[config.mk]
export PLATFORM = sky130hd
export DESIGN_NAME = agc_lane
export DESIGN_NICKNAME = d
export VERILOG_FILES = /design/src/hw/rtl/assert_macros.svh /design/src/hw/rtl/agc_pkg.sv /design/src/hw/rtl/agc_lane.sv
export SDC_FILE = /design/constraint.sdc
export NUM_CORES = 1
export LEC_CHECK = 0
export ABC_AREA = 0
export BUFFER_PORTS_ARGS = -buffer_cell sky130_fd_sc_hd__buf_2
export CAP_MARGIN = 20
export CORE_AREA = 2 2 176 178
export DETAILED_ROUTE_END_ITERATION = 7
export DIE_AREA = 0 0 178 180
export PLACE_DENSITY = 0.69
export REMOVE_ABC_BUFFERS = 1
export SLEW_MARGIN = 30
export SYNTH_ARGS = -nofsm -noshare
export SYNTH_HDL_FRONTEND = slang
export SYNTH_SLANG_ARGS = --single-unit
[constraint.sdc]
create_clock -name clk -period 13.8 [get_ports clk]
set_input_delay 2.07 -clock clk [delete_from_list [all_inputs] [get_ports clk]]
set_output_delay 2.07 -clock clk [all_outputs]
set_load 0.05 [all_outputs]
[src/hw/rtl/assert_macros.svh]
// Assertion helpers shared by the RTL. Every check is clocked on clk and
// switched off while rst_n is low.
`ifndef ASSERT_MACROS_SVH
`define ASSERT_MACROS_SVH

// A property that must hold at every clock edge.
`define AGC_ASSERT(lbl, prop, msg) \
    lbl: assert property (@(posedge clk) disable iff (!rst_n) (prop)) else $error(msg);

// A condition that forces a consequence in the next cycle.
`define AGC_ASSERT_NEXT(lbl, cond, prop, msg) \
    lbl: assert property (@(posedge clk) disable iff (!rst_n) (cond) |=> (prop)) \
        else $error(msg);

`endif

[src/hw/rtl/agc_pkg.sv]
// ----------------------------------------------------------------------------
// agc_pkg
// Shared constants, codes and arithmetic helpers of the ducking gain
// controller.
// ----------------------------------------------------------------------------
package agc_pkg;

    localparam int GainW    = 17;
    localparam int NumPots  = 7;
    localparam int PosW     = 8;
    localparam int LenW     = 9;

    localparam logic [GainW-1:0] One       = 17'd65536;
    localparam logic [GainW-1:0] Half      = 17'd32768;
    localparam logic [GainW-1:0] FloorMin  = 17'd3277;
    localparam logic [GainW-1:0] FloorSpan = 17'd62259;
    localparam logic [LenW-1:0]  MaxTracks = 9'd256;

    localparam logic [1:0] MODE_NONE   = 2'd0;
    localparam logic [1:0] MODE_MUSIC  = 2'd1;
    localparam logic [1:0] MODE_TABATA = 2'd2;
    localparam logic [1:0] MODE_CHILL  = 2'd3;

    localparam logic [1:0] PH_IDLE = 2'd0;
    localparam logic [1:0] PH_DOWN = 2'd1;
    localparam logic [1:0] PH_HELD = 2'd2;
    localparam logic [1:0] PH_UP   = 2'd3;

    localparam logic [1:0] CFG_STEP_SLOW = 2'd0;
    localparam logic [1:0] CFG_STEP_FAST = 2'd1;
    localparam logic [1:0] CFG_PL_LEN    = 2'd2;

    // Floor of n / 10 by reciprocal multiplication, exact for n below 2^18.
    function automatic logic [GainW-1:0] div10(input logic [GainW-1:0] n);
        logic [37:0] p;
        p = {21'd0, n} * 38'd104858;
        return p[36:20];
    endfunction

endpackage

[src/hw/rtl/agc_lane.sv]
// ----------------------------------------------------------------------------
// agc_lane
// One smoothing lane: moves its level a tenth of the way toward the sample,
// rounded away from the level so that the sample is reached exactly.
// ----------------------------------------------------------------------------
module agc_lane
(
    input  logic                       clk,
    input  logic                       rst_n,
    input  logic                       en,
    input  logic [agc_pkg::GainW-1:0]  sample,
    output logic [agc_pkg::GainW-1:0]  level
);

    logic [agc_pkg::GainW-1:0] level_reg;
    logic [agc_pkg::GainW-1:0] level_next;
    logic [agc_pkg::GainW-1:0] diff;

    always_comb
    begin
        if (sample > level_reg)
        begin
            diff       = sample - level_reg;
            level_next = level_reg + agc_pkg::div10(diff + 17'd9);
        end
        else
        begin
            diff       = level_reg - sample;
            level_next = level_reg - agc_pkg::div10(diff + 17'd9);
        end
    end

    always_ff @(posedge clk or negedge rst_n)
    begin
        if (!rst_n)
            level_reg <= '0;
        else if (en)
            level_reg <= level_next;
    end

    assign level = level_reg;

endmodule

=== After elaboration in Yosys (flattened, before gate mapping) ===
Cells that the tools add are included.

* Flip-flop bits (word level): 17
* Logic and storage cells: 11
* Bits of input ports: 20
* Output and inout bits: 17

* Mux-type cells: 1
* Add/subtract/negate cells: 6
* Multipliers: 2
* Order comparisons: 1

{| class="wikitable"
|+ Operators with widths
! kind !! number
|-
| $mul A17 B16 Y33 const B || 2
|-
| $add A17 B4 Y17 const B || 2
|-
| $sub A17 B17 Y17 || 2
|-
| $add A17 B14 Y17 || 1
|-
| $gt A17 B17 Y1 || 1
|-
| $mux W17 || 1
|-
| $sub A17 B14 Y17 || 1
|}

=== Longest topological paths before layout ===
* Depth in word-level cells: 5
* Gate-level depth with buffers: 52
* Mapped depth without buffers: 51

=== Worst setup path after synthesis ===
Ideal clock, no wire load.

* Path kind: input to register
* Start point: input sample[1] (netlist bit)
* End point: register level_reg (netlist bit level[16])
* Setup time: 141 ps
* Cell stages on the path: 49
* Setup slack: 1449 ps
* Path buffers: 1
* Data arrival time: 12210 ps
* Required time: 13659 ps
* Cell sequence: inv_1 > ha_1 > inv_1 > ha_1 > inv_1 > fa_1 > o21bai_1 > a2bb2oi_1 > maj3_1 > a21o_1 > a21oi_1 > o21ai_1 > a21oi_1 > o41a_1 > a21o_1 > a21oi_1 > xnor2_1 > ha_1 > [... 13 more ...] > a211o_1 > o21ai_0 > o21a_1 > or3b_1 > clkbuf_1 > o21a_1 > o211ai_1 > xnor2_1 > a21oi_1 > ha_1 > o41ai_1 > nor3_1 > a2111oi_0 > o21ai_0 > a21oi_1 > xor2_1 > nand2_1 > xnor2_1

* Cells in the longest elaborated chain, start to end: 5
* Elaborated cells on any way between the ends: 10
* Those cells by class: add/sub (6); mul (2); order compare (1); mux (1)

{| class="wikitable"
|+ Ends and longest elaborated chain
! item !! RTL line !! source
|-
| start, declared || agc_lane.sv:11 || <nowiki>input logic [agc_pkg::GainW-1:0] sample,</nowiki>
|-
| $sub A17 B17 Y17 (on tied branches) || agc_lane.sv:28, agc_lane.sv:23 ||
|-
| $add A17 B4 Y17 (on tied branches) || agc_lane.sv:29, agc_lane.sv:24 ||
|-
| $mul A17 B16 Y33 || agc_pkg.sv:36 || <nowiki>p = {21'd0, n} * 38'd104858;</nowiki>
|-
| $sub A17 B14 Y17 / $add A17 B14 Y17 (equally long branches) || agc_lane.sv:29, agc_lane.sv:24 ||
|-
| $mux W17 * || agc_lane.sv:21 || <nowiki>if (sample > level_reg)</nowiki>
|-
| end signal, assigned || agc_lane.sv:38 || <nowiki>level_reg <= level_next;</nowiki>
|-
| end, declared || agc_lane.sv:15 || <nowiki>logic [agc_pkg::GainW-1:0] level_reg;</nowiki>
|}

Every way passes the cells marked *; elsewhere a longest branch is shown, timed or not.
A chain may end at the register's enable or synchronous reset.

=== Worst setup path after layout ===
Same ends and word-level chain as after synthesis.

==> impl_metrics.env <==
export IMPL_crit_fanout=8
export IMPL_maxSlewViolCount=0
export IMPL_vias=10200
export IMPL_antenna_found_initial=0
export IMPL_setup_viol=0
export IMPL_areaGrowthSynthToFinish_pct=6.08
export IMPL_cts_tree="built"
export IMPL_finalHoldViolCount=0
export IMPL_start_util=0.446
export IMPL_wl_um=33100
export IMPL_worstSetupEndpointType="flop"
export IMPL_die_w_um=178
export IMPL_rsz0062_at_grt="no"
export IMPL_cap_violations=0
export IMPL_synth_seq_cells=17
export IMPL_wl_per_cell_um=17.3
export IMPL_timing_fmax_mhz=76.8
export IMPL_critical_path_arrival_ns=13.17
export IMPL_gp_congestion=0.945
export IMPL_synth_area_leaders="ha_1 (32%), fa_1 (26%), inv_1 (9.3%)"
export IMPL_path_clk_slew_ns=0.06
export IMPL_synth_ff_type="dfrtp_1"
export IMPL_tightest_slew_ns=0.820
export IMPL_largest_reg_flops=17
export IMPL_synth_distinct_cells=77
export IMPL_grt_use_total=0.218
export IMPL_firstDrtPassIters=5
export IMPL_critPathSlowestCell="xnor2_1"
export IMPL_critPathKind="in2reg"
export IMPL_grt_pass1_vias=10800
export IMPL_diodes=0
export IMPL_clock_sinks=17
export IMPL_seq_area_frac_synth=0.0316
export IMPL_finalCritPeriodShare=0.944
export IMPL_slowest_delay_ns=0.65
export IMPL_drt_antenna_violating_nets=0
export IMPL_path_buf_inv=7
export IMPL_drc_errors=0
export IMPL_slew_headroom=0.450
export IMPL_finClkSkew_ns=0.00509
export IMPL_yosys_warnings=0
export IMPL_synth_cell_area_sq_um=13500
export IMPL_status="complete, no violations"
export IMPL_layout_commonest_cell="ha_1"
export IMPL_place_hpwl_um=29600
export IMPL_hold_slack_ns=0.547
export IMPL_drtIter0Drc=609
export IMPL_async_flop_share=1.00
export IMPL_synth_edf_count=0
export IMPL_top_level_ports=37
export IMPL_die_y_um=180
export IMPL_cp_common_cell="ha_1"
export IMPL_synthCells=1487
export IMPL_grt_max_degree=32
export IMPL_die_area_sq_um=32000
export IMPL_grt_overflow=0
export IMPL_final_cell_mix="ha_1 (339), inv_1 (332), fa_1 (176)"
export IMPL_drive_above_1_share=0.0481
export IMPL_nFillCells=2840
export IMPL_grt_first_pass_wirelength_um=55500
export IMPL_cts_buffers=3
export IMPL_period_minus_slack_ns=13.03
export IMPL_viasPerCell=5.31
export IMPL_clockRootBuffer="clkbuf_16"
export IMPL_cp_top_family="adder cells"
export IMPL_coreArea_sq_um=30200
export IMPL_yosys_area_top_type="ha_1"
export IMPL_cts_max_level=1
export IMPL_final_nets=2053
export IMPL_insertion_delay_ns=0.26
export IMPL_hold_class="reg2reg"
export IMPL_portBuffers=36
export IMPL_syn_area_per_cell_sq_um=9.05
export IMPL_cp_required_ns=13.94
export IMPL_clock_path_buffers=2
export IMPL_fp_row_count=64
export IMPL_cp_start_kind="input port"
export IMPL_yosysTopAreaCellShare=0.315
[synth_stat cells, types with 9 or more instances]
master,count
ha_1,339
inv_1,332
fa_1,176
xnor2_1,80
nor2_1,61
a21oi_1,56
nand2_1,53
xor2_1,44
a21o_1,34
o21ai_0,34
nor3_1,28
clkbuf_1,22
dfrtp_1,17
o21a_1,16
o21ai_1,16
nand3_1,13
nand4_1,12
nor2b_1,11
o211ai_1,9
[cell families (layout without fill, tap and decap cells)]
family / count (synthesis) / count (layout) / synth area share
mux: 5 / 5 / 0.00391
compound gates: 235 / 235 / 0.117
buf+inv: 356 / 386 / 0.0994
xor+xnor: 126 / 126 / 0.0837
fa+ha+maj: 520 / 520 / 0.581
flops: 17 / 17 / 0.0316
simple gates: 228 / 228 / 0.0835
[path summary, 6_finish.rpt]
kind	start	to	slack, ns	cells past startpoint
max	sample[1]	level[16]$_DFFE_PN0P_	0.77	45
min	level[16]$_DFFE_PN0P_	level[16]$_DFFE_PN0P_	0.55	1
max reg2reg	level[1]$_DFFE_PN0P_	level[16]$_DFFE_PN0P_	2.18	43
min reg2reg	level[16]$_DFFE_PN0P_	level[16]$_DFFE_PN0P_	0.55	1
max in group asynchronous	rst_n	level[13]$_DFFE_PN0P_	11.67	1
min in group asynchronous	rst_n	level[4]$_DFFE_PN0P_	1.79	1
[final cells by class]
class,instances,area (sq um),share of cell area
clock inverters,1,5.00,0.000351
flip-flops and latches,17,425,0.0298
well taps,396,495,0.0347
multi-input cells,1114,11700,0.823
repair buffers,50,285,0.0200
clock buffers,3,75.1,0.00526
inverters,332,1250,0.0873
[metal layers]
layer,global-route usage,routed length [um],up-vias
met5,0,0,-
met3,0.0440,2220,36
met2,0.352,15000,260
met1,0.308,15300,4910
met4,0.0318,503,0
li1,-,-,4958
[timing repair]
item	CTS	global route
hold buffers	0	0
buffers inserted	0	3
setup endpoints to repair	0	3
gates resized for setup	0	8
[through the flow]
| stage | setup TNS, ns | util | cell area (sq um) | std cells | worst slack [ns] |
|---|---|---|---|---|---|
| after global routing | 0 | 0.473 | 14300 | 1913 | 0.0237 |
| after floorplan | 0 | - | 13400 | 1463 | 1.44 |
| after CTS | 0 | 0.471 | 14200 | 1910 | 0.174 |
| after global placement | 0 | 0.468 | 14100 | 1906 | 0.312 |
| final | 0 | 0.473 | 14300 | 1913 | 0.772 |
| after detailed placement | -0.0521 | 0.468 | 14100 | 1906 | -0.0521 |
Power is left out: the tool's default activity adds up to more than one toggle a clock period on the data nets, which glitch-free logic cannot reach.
