$ cat src/hw/rtl/assert_macros.svh
// Assertion helpers shared by the RTL. Every check is clocked on clk and
// switched off while rst_n is low.
`ifndef ASSERT_MACROS_SVH
`define ASSERT_MACROS_SVH

// A property that must hold at every clock edge.
`define AGC_ASSERT(lbl, prop, msg) \
    lbl: assert property (@(posedge clk) disable iff (!rst_n) (prop)) else $error(msg);

// A condition that forces a consequence in the next cycle.
`define AGC_ASSERT_NEXT(lbl, cond, prop, msg) \
    lbl: assert property (@(posedge clk) disable iff (!rst_n) (cond) |=> (prop)) \
        else $error(msg);

`endif

$ cat src/hw/rtl/agc_pkg.sv
// ----------------------------------------------------------------------------
// agc_pkg
// Shared constants, codes and arithmetic helpers of the ducking gain
// controller.
// ----------------------------------------------------------------------------
package agc_pkg;

    localparam int GainW    = 17;
    localparam int NumPots  = 7;
    localparam int PosW     = 8;
    localparam int LenW     = 9;

    localparam logic [GainW-1:0] One       = 17'd65536;
    localparam logic [GainW-1:0] Half      = 17'd32768;
    localparam logic [GainW-1:0] FloorMin  = 17'd3277;
    localparam logic [GainW-1:0] FloorSpan = 17'd62259;
    localparam logic [LenW-1:0]  MaxTracks = 9'd256;

    localparam logic [1:0] MODE_NONE   = 2'd0;
    localparam logic [1:0] MODE_MUSIC  = 2'd1;
    localparam logic [1:0] MODE_TABATA = 2'd2;
    localparam logic [1:0] MODE_CHILL  = 2'd3;

    localparam logic [1:0] PH_IDLE = 2'd0;
    localparam logic [1:0] PH_DOWN = 2'd1;
    localparam logic [1:0] PH_HELD = 2'd2;
    localparam logic [1:0] PH_UP   = 2'd3;

    localparam logic [1:0] CFG_STEP_SLOW = 2'd0;
    localparam logic [1:0] CFG_STEP_FAST = 2'd1;
    localparam logic [1:0] CFG_PL_LEN    = 2'd2;

    // Floor of n / 10 by reciprocal multiplication, exact for n below 2^18.
    function automatic logic [GainW-1:0] div10(input logic [GainW-1:0] n);
        logic [37:0] p;
        p = {21'd0, n} * 38'd104858;
        return p[36:20];
    endfunction

endpackage

$ cat src/hw/rtl/agc_gain_mul.sv
// ----------------------------------------------------------------------------
// agc_gain_mul
// Product of two Q.16 gains, rounded half up.
// ----------------------------------------------------------------------------
module agc_gain_mul
(
    input  logic [agc_pkg::GainW-1:0] a,
    input  logic [agc_pkg::GainW-1:0] b,
    output logic [agc_pkg::GainW-1:0] y
);

    logic [33:0] prod;
    logic [33:0] sum;

    assign prod = {17'd0, a} * {17'd0, b};
    assign sum  = prod + {17'd0, agc_pkg::Half};
    assign y    = sum[32:16];

endmodule

$ cat config.mk
export PLATFORM = sky130hd
export DESIGN_NAME = agc_gain_mul
export DESIGN_NICKNAME = d
export VERILOG_FILES = /design/src/hw/rtl/assert_macros.svh /design/src/hw/rtl/agc_pkg.sv /design/src/hw/rtl/agc_gain_mul.sv
export SDC_FILE = /design/constraint.sdc
export NUM_CORES = 1
export LEC_CHECK = 0
export ABC_AREA = 1
export BUFFER_PORTS_ARGS = -buffer_cell sky130_fd_sc_hd__buf_2
export CAP_MARGIN = 20
export CORE_ASPECT_RATIO = 2
export CORE_UTILIZATION = 42
export DETAILED_ROUTE_END_ITERATION = 8
export SLEW_MARGIN = 20
export SYNTH_ARGS = -nofsm -noshare
export SYNTH_HDL_FRONTEND = slang
export SYNTH_SLANG_ARGS = --single-unit
$ cat constraint.sdc
create_clock -name vclk -period 9.6
set_input_delay 1.92 -clock vclk [all_inputs]
set_output_delay 1.92 -clock vclk [all_outputs]
set_load 0.01 [all_outputs]
# After elaboration in Yosys (flattened, before gate mapping)
# Cells that the tools add are included.
# W data, S select, Z words.
[word_totals]
register_bits = 0
input_bits = 34
[classes]
addsub = 1
multipliers = 1
[ops]
columns = ["cell", "n"]
rows = [
  ["$add A33 B16 Y33 const B", 1],
  ["$mul A17 B17 Y33", 1],
]

# Depth between registers and ports, before layout
# Gate-level depths: netlist of the first run.
[depth]
depth_word = 2
ltp_mapped = 27
depth_no_buf = 25

# Worst setup path before layout of the first run
# OpenSTA, ideal clock, no wires.
[synth_timing]
kind = "input to output"
startpoint = "input port a[6] (netlist bit)"
endpoint = "output port y[16] (netlist bit)"
required_time_ns = 7.680
stages = 25
path_slack_ns = 0.936
arrival_ns = 6.744
n_path_buf = 2
cell_sequence = "clkbuf_1 > clkbuf_1 > nand2_1 > fa_1 > inv_1 > fa_1 > inv_1 > fa_1 > inv_1 > fa_1 > fa_1 > inv_1 > fa_1 > inv_1 > ha_1 > nand2_1 > nor2_2 > inv_1 > nor3_1 > nand2_1 > nand2_2 > nand2_1 > nand2_1 > nand2_1 > nand2_1"
[synth_between]
elab_chain_cells = 2
[synth_rtl]
columns = ["item", "line_no", "source"]
rows = [
  ["from (decl)", "agc_gain_mul.sv:7", "input logic [agc_pkg::GainW-1:0] a,"],
  ["$mul A17 B17 Y33", "agc_gain_mul.sv:15", "assign prod = {17'd0, a} * {17'd0, b};"],
  ["$add A33 B16 Y33", "agc_gain_mul.sv:16", "assign sum = prod + {17'd0, agc_pkg::Half};"],
  ["to (decl)", "agc_gain_mul.sv:9", "output logic [agc_pkg::GainW-1:0] y"],
]
# No other way between the ends.

# Final worst setup path of the first run
[layout_timing]
startpoint = "input port b[6] (netlist bit)"
endpoint = "output port y[6] (netlist bit)"
[layout_between]
elab_chain_cells = 2
[layout_rtl]
columns = ["item", "line_no", "source"]
rows = [
  ["from (decl)", "agc_gain_mul.sv:8", "input logic [agc_pkg::GainW-1:0] b,"],
  ["$mul A17 B17 Y33", "agc_gain_mul.sv:15", ""],
  ["$add A33 B16 Y33", "agc_gain_mul.sv:16", ""],
]
# No other way between the ends.

==> impl_results.md, run 1 <==
- Outcome: finished clean
- Critical path start-end classification: input pin to output pin
- Number of clock buffers in the layout: 0
- Gp weighted congestion: 0.891
- Critical path endpoint category: output pin
- Antenna violation net count after detailed routing: 0
- Seq cells: 0
- Leading cell type by number of instances after synthesis: inv_1
- Path class of the lowest-slack min-delay path: input pin to output pin
- Minimum clock period after layout: 9140 ps
- # DRC: 0
- Critical path launch point type: input pin
- Number of setup buffers added after CTS: 0
- Synthesized area per cell: 7.09 sq um
- Area used by sequential logic in the layout: 0 sq um
- Total number of nets in the final design: 1,825
- Leading post-synthesis cells by cell area: fa_1, inv_1, nand2_1
- Maximum number of pins on one net before global-route repair: 19
- Share of cells above drive strength 1: 5.43%
- Post-synthesis to final-layout area growth: 4.06%
- Required arrival time at the worst endpoint: 7680 ps
- Vertical die dimension: 224 microns
- Sum of negative setup slack: 0 ps
- Number of nets in the synthesized netlist: 1,830
- Number of hold violations in the final report: 0
- Total vias in the final route: 8,542
- Max Cap Violations: 0
- Width of the die: 113 microns
- Worst max-slew margin expressed relative to the limit: 66.1%
- Setup repair after global routing missed its margin: no
- Number of global-route vias before repair: 9,540
- Sequential share of the synthesized area: 0%
- Count of input and output buffers: 51
- Source of the worst hold timing path: a[0]
- Placed cell count: 1,744
- Worst Tran Pin Value: 509 ps
- Cell area after synthesis: 0.0104 sq mm
- Final Max Tran Viols: 0
- Largest area contributor in the netlist: fa_1
- Final wirelength: 27,800 microns
- Critical Path Fanout Max: 12
- Worst min-delay path endpoint: y[6]
- Design Area, Final: 0.0108 sq mm
- Initial core utilization: 42.6%
- Post-CTS sizing: 0
- Total half-perimeter wirelength after legalization and detailed placement: 23,900 microns
- Highest attainable clock frequency: 0.109 GHz
- Yosys warning count: 0
- Final period util: 95.2%
- Site Rows: 81
- Worst endpoint data arrival time: 7220 ps
- DP Area: 0.0108 sq mm
- Cells after Synth: 1,461
- Portion of synthesized cell area occupied by the leading cell type: 43.1%
- Hold bufs inserted after CTS: 0
- Fin cells: 1,744
- Distinct cells, synth: 30
- Vias per cell: 4.90
- Average wire per standard cell: 16.0 microns
- Commonest cells in the synthesized netlist: inv_1, nand2_1, fa_1
- Detailed-router iteration count before antenna repair: 5
- Congestion Overflow GR: 0
- Number of violations reported at the end of detailed-routing iteration 0: 350
- Tightest hold margin: 4780 ps
- GRT Util Overall: 23.9%
- Global-route wire length before repair: 47,100 microns
- Area of the die: 0.0253 sq mm
- Setup violators final: 0
- Area of the core: 0.0243 sq mm
- Initial antenna violation count: 0
- Number of cells on the worst hold path: 9
- Diode insertion count for antenna repair: 0
- Total I/O pin count: 51
## cell type report
cell class	instances	area [sq um]
well taps	290	363
multi-input cells	921	8310
fillers	2553	13500
inverters	472	1770
repair buffers	61	330
## logic make-up (layout without fill, tap and decap cells)
group,after synthesis,count (layout),share of synthesized area [%]
AOI/OAI and AO/OA,57,57,2.92
xor gates and xnor gates,5,5,0.423
adders and majority gates,335,335,56.6
buffers and inverters,540,533,19.7
and+or+nand+nor,524,524,20.3
## metal layers
layer / vias up / global-route usage, % / share of wire, %
met5: - / 0 / 0
met4: 0 / 9.76 / 4.8
met3: 71 / 0.839 / 3.2
met2: 216 / 47.8 / 57
met1: 4198 / 25.5 / 35
li1: 4057 / - / -
## critical path, stage by stage
cell and delay [ps]:
buf_2 290, buf_4 230, nand2_1 60, inv_1 100, fa_1 420, inv_1 90
fa_1 430, fa_1 530, inv_1 60, fa_1 510, fa_1 500, inv_1 50
fa_1 490, inv_1 50, ha_1 350, nand2_1 110, nor2_1 320, nand2_1 130
clkinv_1 130, nand3_1 110, nand3_1 90, nand2_1 50, nand2_1 70, buf_2 130
## cell usage in the layout, fill, tap and decap left out, types with 2 or more instances in the layout
| cell | Yosys | layout |
|---|---|---|
| nor3_2 | 2 | 2 |
| inv_1 | 469 | 469 |
| nor3_1 | 3 | 3 |
| o21ai_1 | 5 | 5 |
| nor2_1 | 41 | 41 |
| fa_1 | 223 | 223 |
| a21oi_1 | 31 | 31 |
| o21bai_1 | 3 | 3 |
| nor2_2 | 3 | 3 |
| a21oi_2 | 2 | 2 |
| nand2_2 | 3 | 3 |
| nand2_1 | 435 | 435 |
| xor2_1 | 2 | 2 |
| xnor2_1 | 3 | 3 |
| nand3_1 | 25 | 25 |
| o21ai_0 | 15 | 15 |
| nor4_2 | 2 | 2 |
| buf_2 | 2 | 51 |
| ha_1 | 112 | 112 |
| buf_4 | 0 | 10 |
| nand2_4 | 2 | 2 |
| inv_2 | 2 | 2 |
| nand4_1 | 4 | 4 |
## through the flow
step | utilization [%] | setup slack (ps)
after detailed placement | 44.3 | 435
after CTS | 44.3 | 417
final | 44.3 | 457
after global placement | 44.3 | 453
after global routing | 44.3 | 161
after floorplan | - | 936
## worst max-delay path by stage
stage                     depth (start not counted)  startpoint     to  slack, ps
final                                            24        b[6]   y[6]        460
after floorplan                                  25        a[6]  y[16]        940
after global routing                             23        b[9]   y[6]        160
after global placement                           23        b[9]   y[6]        450
after CTS                                        23        b[9]   y[6]        420
after detailed placement                         23        b[9]   y[6]        430
Power of run 1 is left out: the tool's default activity adds up to more than one toggle a clock period on the data nets, which glitch-free logic cannot reach.
==> run 2: changes to the inputs <==
--- a/config.mk
+++ b/config.mk
@@ -7,10 +7,11 @@
 export LEC_CHECK = 0
 export ABC_AREA = 1
 export BUFFER_PORTS_ARGS = -buffer_cell sky130_fd_sc_hd__buf_2
-export CAP_MARGIN = 20
+export CAP_MARGIN = 10
 export CORE_ASPECT_RATIO = 2
 export CORE_UTILIZATION = 42
 export DETAILED_ROUTE_END_ITERATION = 8
+export PLACE_DENSITY_LB_ADDON = 0.3
 export SLEW_MARGIN = 20
 export SYNTH_ARGS = -nofsm -noshare
 export SYNTH_HDL_FRONTEND = slang
==> constraint.sdc (replaced) <==
create_clock -name vclk -period 11.3
set_input_delay 2.26 -clock vclk [all_inputs]
set_output_delay 2.26 -clock vclk [all_outputs]
set_load 0.01 [all_outputs]
==> run 2 against run 1 <==
  * Sequential cell count did not move
  * Die area did not move
  * Cell area fell by 0.70%
  * Wire length fell by 1.3%
  * Clock-buffer cell count did not move
  * Setup slack improved by 990 ps
  * First-iteration DRC count rose by 4.9%
  * Utilization fell by 0.31 points
  * Critical endpoint unchanged
==> impl_results.md, run 2 (synthesis results as in run 1) <==
- Outcome: finished clean
- Minimum clock period after layout: 9860 ps
- Worst max-slew margin expressed relative to the limit: 66.3% (+0.29 points)
- Critical path start-end classification: input pin to output pin
- Hold bufs inserted after CTS: 0 (unchanged)
- Highest attainable clock frequency: 0.101 GHz
- Number of clock buffers in the layout: 0 (unchanged)
- Number of global-route vias before repair: 9,622 (+0.86%)
- Placed cell count: 1,734 (-0.57%)
- Final wirelength: 27,500 microns (-1.3%)
- Worst endpoint data arrival time: 7600 ps (+380 ps)
- Most congested layer reported by global routing: met2
- Max Cap Violations: 0 (unchanged)
- Source of the worst hold timing path: b[2]
- Number of hold violations in the final report: 0 (unchanged)
- Total vias in the final route: 8,481 (-0.71%)
- Total number of nets in the final design: 1,815 (-0.55%)
- Sum of negative setup slack: 0 ps (unchanged)
- Post-CTS sizing: 0 (unchanged)
- Final Max Tran Viols: 0 (unchanged)
- Final period util: 87.2%
- Setup repair after global routing missed its margin: no
- Diode insertion count for antenna repair: 0 (unchanged)
- Number of cells on the worst hold path: 9 (unchanged)
- Met2 demand-to-capacity share in global routing: 47.6% (-0.16 points)
- # DRC: 0 (unchanged)
- Met3 Track Usage GR: 1.11% (+0.27 points)
- Critical path launch point type: input pin
- Initial antenna violation count: 0 (unchanged)
- Detailed-router iteration count before antenna repair: 5 (unchanged)
- Critical Path Fanout Max: 17 (+5)
- Gp weighted congestion: 0.857 (-3.8%)
- Global-route wire length before repair: 46,700 microns (-0.94%)
- Area used by sequential logic in the layout: 0 sq um (unchanged)
- Congestion Overflow GR: 0 (unchanged)
- Total half-perimeter wirelength after legalization and detailed placement: 23,200 microns (-2.9%)
- Vertical die dimension: 224 microns (unchanged)
- Worst Tran Pin Value: 505 ps (-4.41 ps)
- Worst min-delay path endpoint: y[6]
- Met1 track demand over resource in global routing: 24.7% (-0.76 points)
- Fin cells: 1,734 (-0.57%)
- Seq cells: 0 (unchanged)
- Number of violations reported at the end of detailed-routing iteration 0: 367 (+4.9%)
- Site Rows: 81 (unchanged)
- Width of the die: 113 microns (unchanged)
- Average wire per standard cell: 15.8 microns (-0.70%)
- Number of setup buffers added after CTS: 0 (unchanged)
- Top library cells by usage in the layout, fill and taps aside: inv_1, nand2_1, fa_1
- Required arrival time at the worst endpoint: 9040 ps (+1360 ps)
- Antenna violation net count after detailed routing: 0 (unchanged)
- Post-Route Utilization: 44.0% (-0.31 points)
- Initial core utilization: 42.6% (unchanged)
- Area of the die: 0.0253 sq mm (unchanged)
- Maximum number of pins on one net before global-route repair: 19 (unchanged)
- Path class of the lowest-slack min-delay path: input pin to output pin
- Area of the core: 0.0243 sq mm (unchanged)
- Post-synthesis to final-layout area growth: 3.33%
- Count of input and output buffers: 51 (unchanged)
- Vias per cell: 4.89 (-0.14%)
- Most common cell after layout, fill and taps aside: inv_1
- Critical path endpoint category: output pin
- GRT Util Overall: 23.7% (-0.18 points)
- Share of cells above drive strength 1: 4.78% (-0.65 points)
- Total I/O pin count: 51 (unchanged)
- Setup violators final: 0 (unchanged)
-- run 2: cell count changes in the layout (fill, tap and decap cells not counted), sizes merged --
cell | before | now
buf | 61 | 51
-- run 2: area by class of cell --
class	instances	area [sq um]
fillers	2498	13600
multi-input cells	921	8310
inverters	472	1770
well taps	290	363
repair buffers	51	255
-- run 2: worst max-delay path by stage --
stage                     slack, ps  cells after the start     to  startpoint
final                          1440                     23   y[6]        a[6]
after global routing           1190                     23   y[6]        a[6]
after CTS                      1400                     23   y[6]        a[6]
after detailed placement       1420                     23   y[6]        a[6]
after global placement         1430                     23   y[6]        a[6]
after floorplan                1960                     25  y[16]        a[6]
-- run 2: metrics by stage --
stage | area [sq um] | setup WS [ps] | hold slack, ps
after floorplan | 10400 | 1960 | 5100
after global placement | 10700 | 1430 | 5470
after detailed placement | 10700 | 1420 | 5490
after CTS | 10700 | 1400 | 5490
after global routing | 10700 | 1190 | 5560
final | 10700 | 1440 | 5470
-- run 2: per-layer routing --
metal / routed length, microns / vias to the layer above
met5: 0 / -
met2: 15700 / 226
met1: 9460 / 4149
met4: 1220 / 0
met3: 1060 / 71
li1: - / 4035
-- run 2: worst max-delay path, cell delays in order --
cell	delay, ps
buf_2	380
nand2_1	150
fa_1	550
inv_1	50
fa_1	500
inv_1	60
fa_1	540
inv_1	50
fa_1	480
fa_1	500
inv_1	50
fa_1	510
inv_1	50
ha_1	300
nand2_1	110
nor2_1	320
nand2_1	150
clkinv_1	130
nand3_1	100
nand3_1	90
nand2_1	50
nand2_1	60
buf_2	130
Power of run 2 is left out for the same reason.
==> run 3: changes to the inputs <==
==> constraint.sdc (replaced) <==
create_clock -name vclk -period 11.3
set_input_delay 2.26 -clock vclk [all_inputs]
set_output_delay 2.26 -clock vclk [all_outputs]
set_load 0.1 [all_outputs]
==> run 3 against run 2 <==
  * Global-route usage is 0.48 points lower
  * Sequential share of layout area stayed put
  * Non-clock buffer count is 1 higher
  * Cell area hardly changed
  * Worst hold slack better by 220 ps
  * Critical path depth stayed put
  * Via count is 0.21% lower
  * Fmax is 2.6% lower
  * Die area stayed put
  * Setup slack worse by 270 ps
  * Clock-buffer cell count stayed put
  * First-iteration DRC count is 6.0% higher
  * Largest cell class unchanged
==> impl_results.md, run 3 (synthesis results as in run 1) <==
- Number of global-route vias before repair: 9,502 (-1.2%)
- Post-CTS sizing: 0 (unchanged)
- Worst max-slew margin expressed relative to the limit: 64.6% (-1.8 points)
- # DRC: 0 (unchanged)
- Final wirelength: 27,100 microns (-1.3%)
- Fin cells: 1,735 (+0.058%)
- Average wire per standard cell: 15.6 microns (-1.3%)
- Number of hold violations in the final report: 0 (unchanged)
- Total I/O pin count: 51 (unchanged)
- Required arrival time at the worst endpoint: 9040 ps (about the same)
- Congestion Overflow GR: 0 (unchanged)
- Sum of negative setup slack: 0 ps (unchanged)
- GRT Util Overall: 23.2% (-0.48 points)
- Setup repair after global routing missed its margin: no
- Initial core utilization: 42.6% (unchanged)
- Seq cells: 0 (unchanged)
- Area of the core: 0.0243 sq mm (unchanged)
- Top library cells by usage in the layout, fill and taps aside: inv_1, nand2_1, fa_1
- Critical path launch point type: input pin
- CP Buf/Inv Count: 8 (unchanged)
- Sequence of cells on the critical path: buf_2, nand2_1, fa_1, inv_1, fa_1, inv_1, fa_1, inv_1, fa_1, fa_1, inv_1, fa_1, inv_1, ha_1, nand2_1, nor2_1, nand2_1, clkinv_1, nand3_1, nand3_1, nand2_1, nand2_1, buf_2
- Placed cell count: 1,735 (+0.058%)
- Maximum number of pins on one net before global-route repair: 19 (unchanged)
- Global-route wire length before repair: 46,200 microns (-1.1%)
- Worst Tran Pin Value: 526 ps (+21.1 ps)
- Total vias in the final route: 8,463 (-0.21%)
- Width of the die: 113 microns (unchanged)
- Highest attainable clock frequency: 0.0988 GHz (-2.6%)
- Number of setup buffers added after CTS: 0 (unchanged)
- DP Area: 0.0107 sq mm (about the same)
- Setup violators final: 0 (unchanged)
- Tightest hold margin: 5690 ps (+222 ps)
- Top Family by Delay on Critical Path: adder cells
- Critical path endpoint category: output pin
- Number of violations reported at the end of detailed-routing iteration 0: 389 (+6.0%)
- Antenna violation net count after detailed routing: 0 (unchanged)
- Area used by sequential logic in the layout: 0 sq um (unchanged)
- Vias per cell: 4.88 (-0.27%)
- Worst path max stage delay: 550 ps (about the same)
- Area used by multi-input combinational logic: 0.00831 sq mm (unchanged)
- Hold bufs inserted after CTS: 0 (unchanged)
- Minimum clock period after layout: 10,130 ps (+268 ps)
- Design Area, Final: 0.0107 sq mm (about the same)
- Most numerous cell on the critical path: fa_1
- Number of clock buffers in the layout: 0 (unchanged)
- Share of cells above drive strength 1: 4.84% (+0.066 points)
- Critical Path Fanout Max: 17 (unchanged)
- Diode insertion count for antenna repair: 0 (unchanged)
- Critical path start-end classification: input pin to output pin
- Detailed-router iteration count before antenna repair: 7 (+2)
- Post-synthesis to final-layout area growth: 3.41% (about the same)
- Final period util: 89.6% (+2.4 points)
- Outcome: finished clean
- Most common cell after layout, fill and taps aside: inv_1
- Count of input and output buffers: 51 (unchanged)
- Initial antenna violation count: 0 (unchanged)
- Total number of nets in the final design: 1,816 (+0.055%)
- Fill cell total of the finished layout: 2,571 (+2.9%)
- Area of the die: 0.0253 sq mm (unchanged)
- Final Max Tran Viols: 0 (unchanged)
- Total half-perimeter wirelength after legalization and detailed placement: 23,300 microns (+0.55%)
- Master of the slowest instance on the critical path: fa_1
- Site Rows: 81 (unchanged)
- Gp weighted congestion: 0.893 (+4.3%)
- Vertical die dimension: 224 microns (unchanged)
- Worst endpoint data arrival time: 7870 ps (+270 ps)
- Max Cap Violations: 0 (unchanged)
- Path class of the lowest-slack min-delay path: input pin to output pin
-- run 3: worst paths after layout --
check                 startpoint  cells past startpoint  slack [ps]    end
worst max-delay path        a[6]                     23        1170   y[6]
worst min-delay path        a[0]                     12        5690  y[10]
-- run 3: final cells by class --
| class | instances | share of cell area, % |
|---|---|---|
| multi-input cells | 921 | 77.6 |
| inverters | 472 | 16.5 |
| repair buffers | 52 | 2.45 |
| well taps | 290 | 3.39 |
-- run 3: per-layer routing --
layer | GRT usage (%) | wire [microns]
met1 | 24.1 | 9580
met2 | 47.0 | 15400
met3 | 1.43 | 900
met4 | 9.00 | 1230
met5 | 0 | 0
-- run 3: metrics by stage --
| step | utilization [%] | worst slack (ps) |
|---|---|---|
| 6_report | 44.0 | 1170 |
| 4_1_cts | 44.0 | 1160 |
| 3_5_place_dp | 44.0 | 1160 |
| 2_1_floorplan | - | 643 |
| 3_3_place_gp | 44.0 | 1140 |
| 5_1_grt | 44.0 | 889 |
Power of run 3 is left out for the same reason.
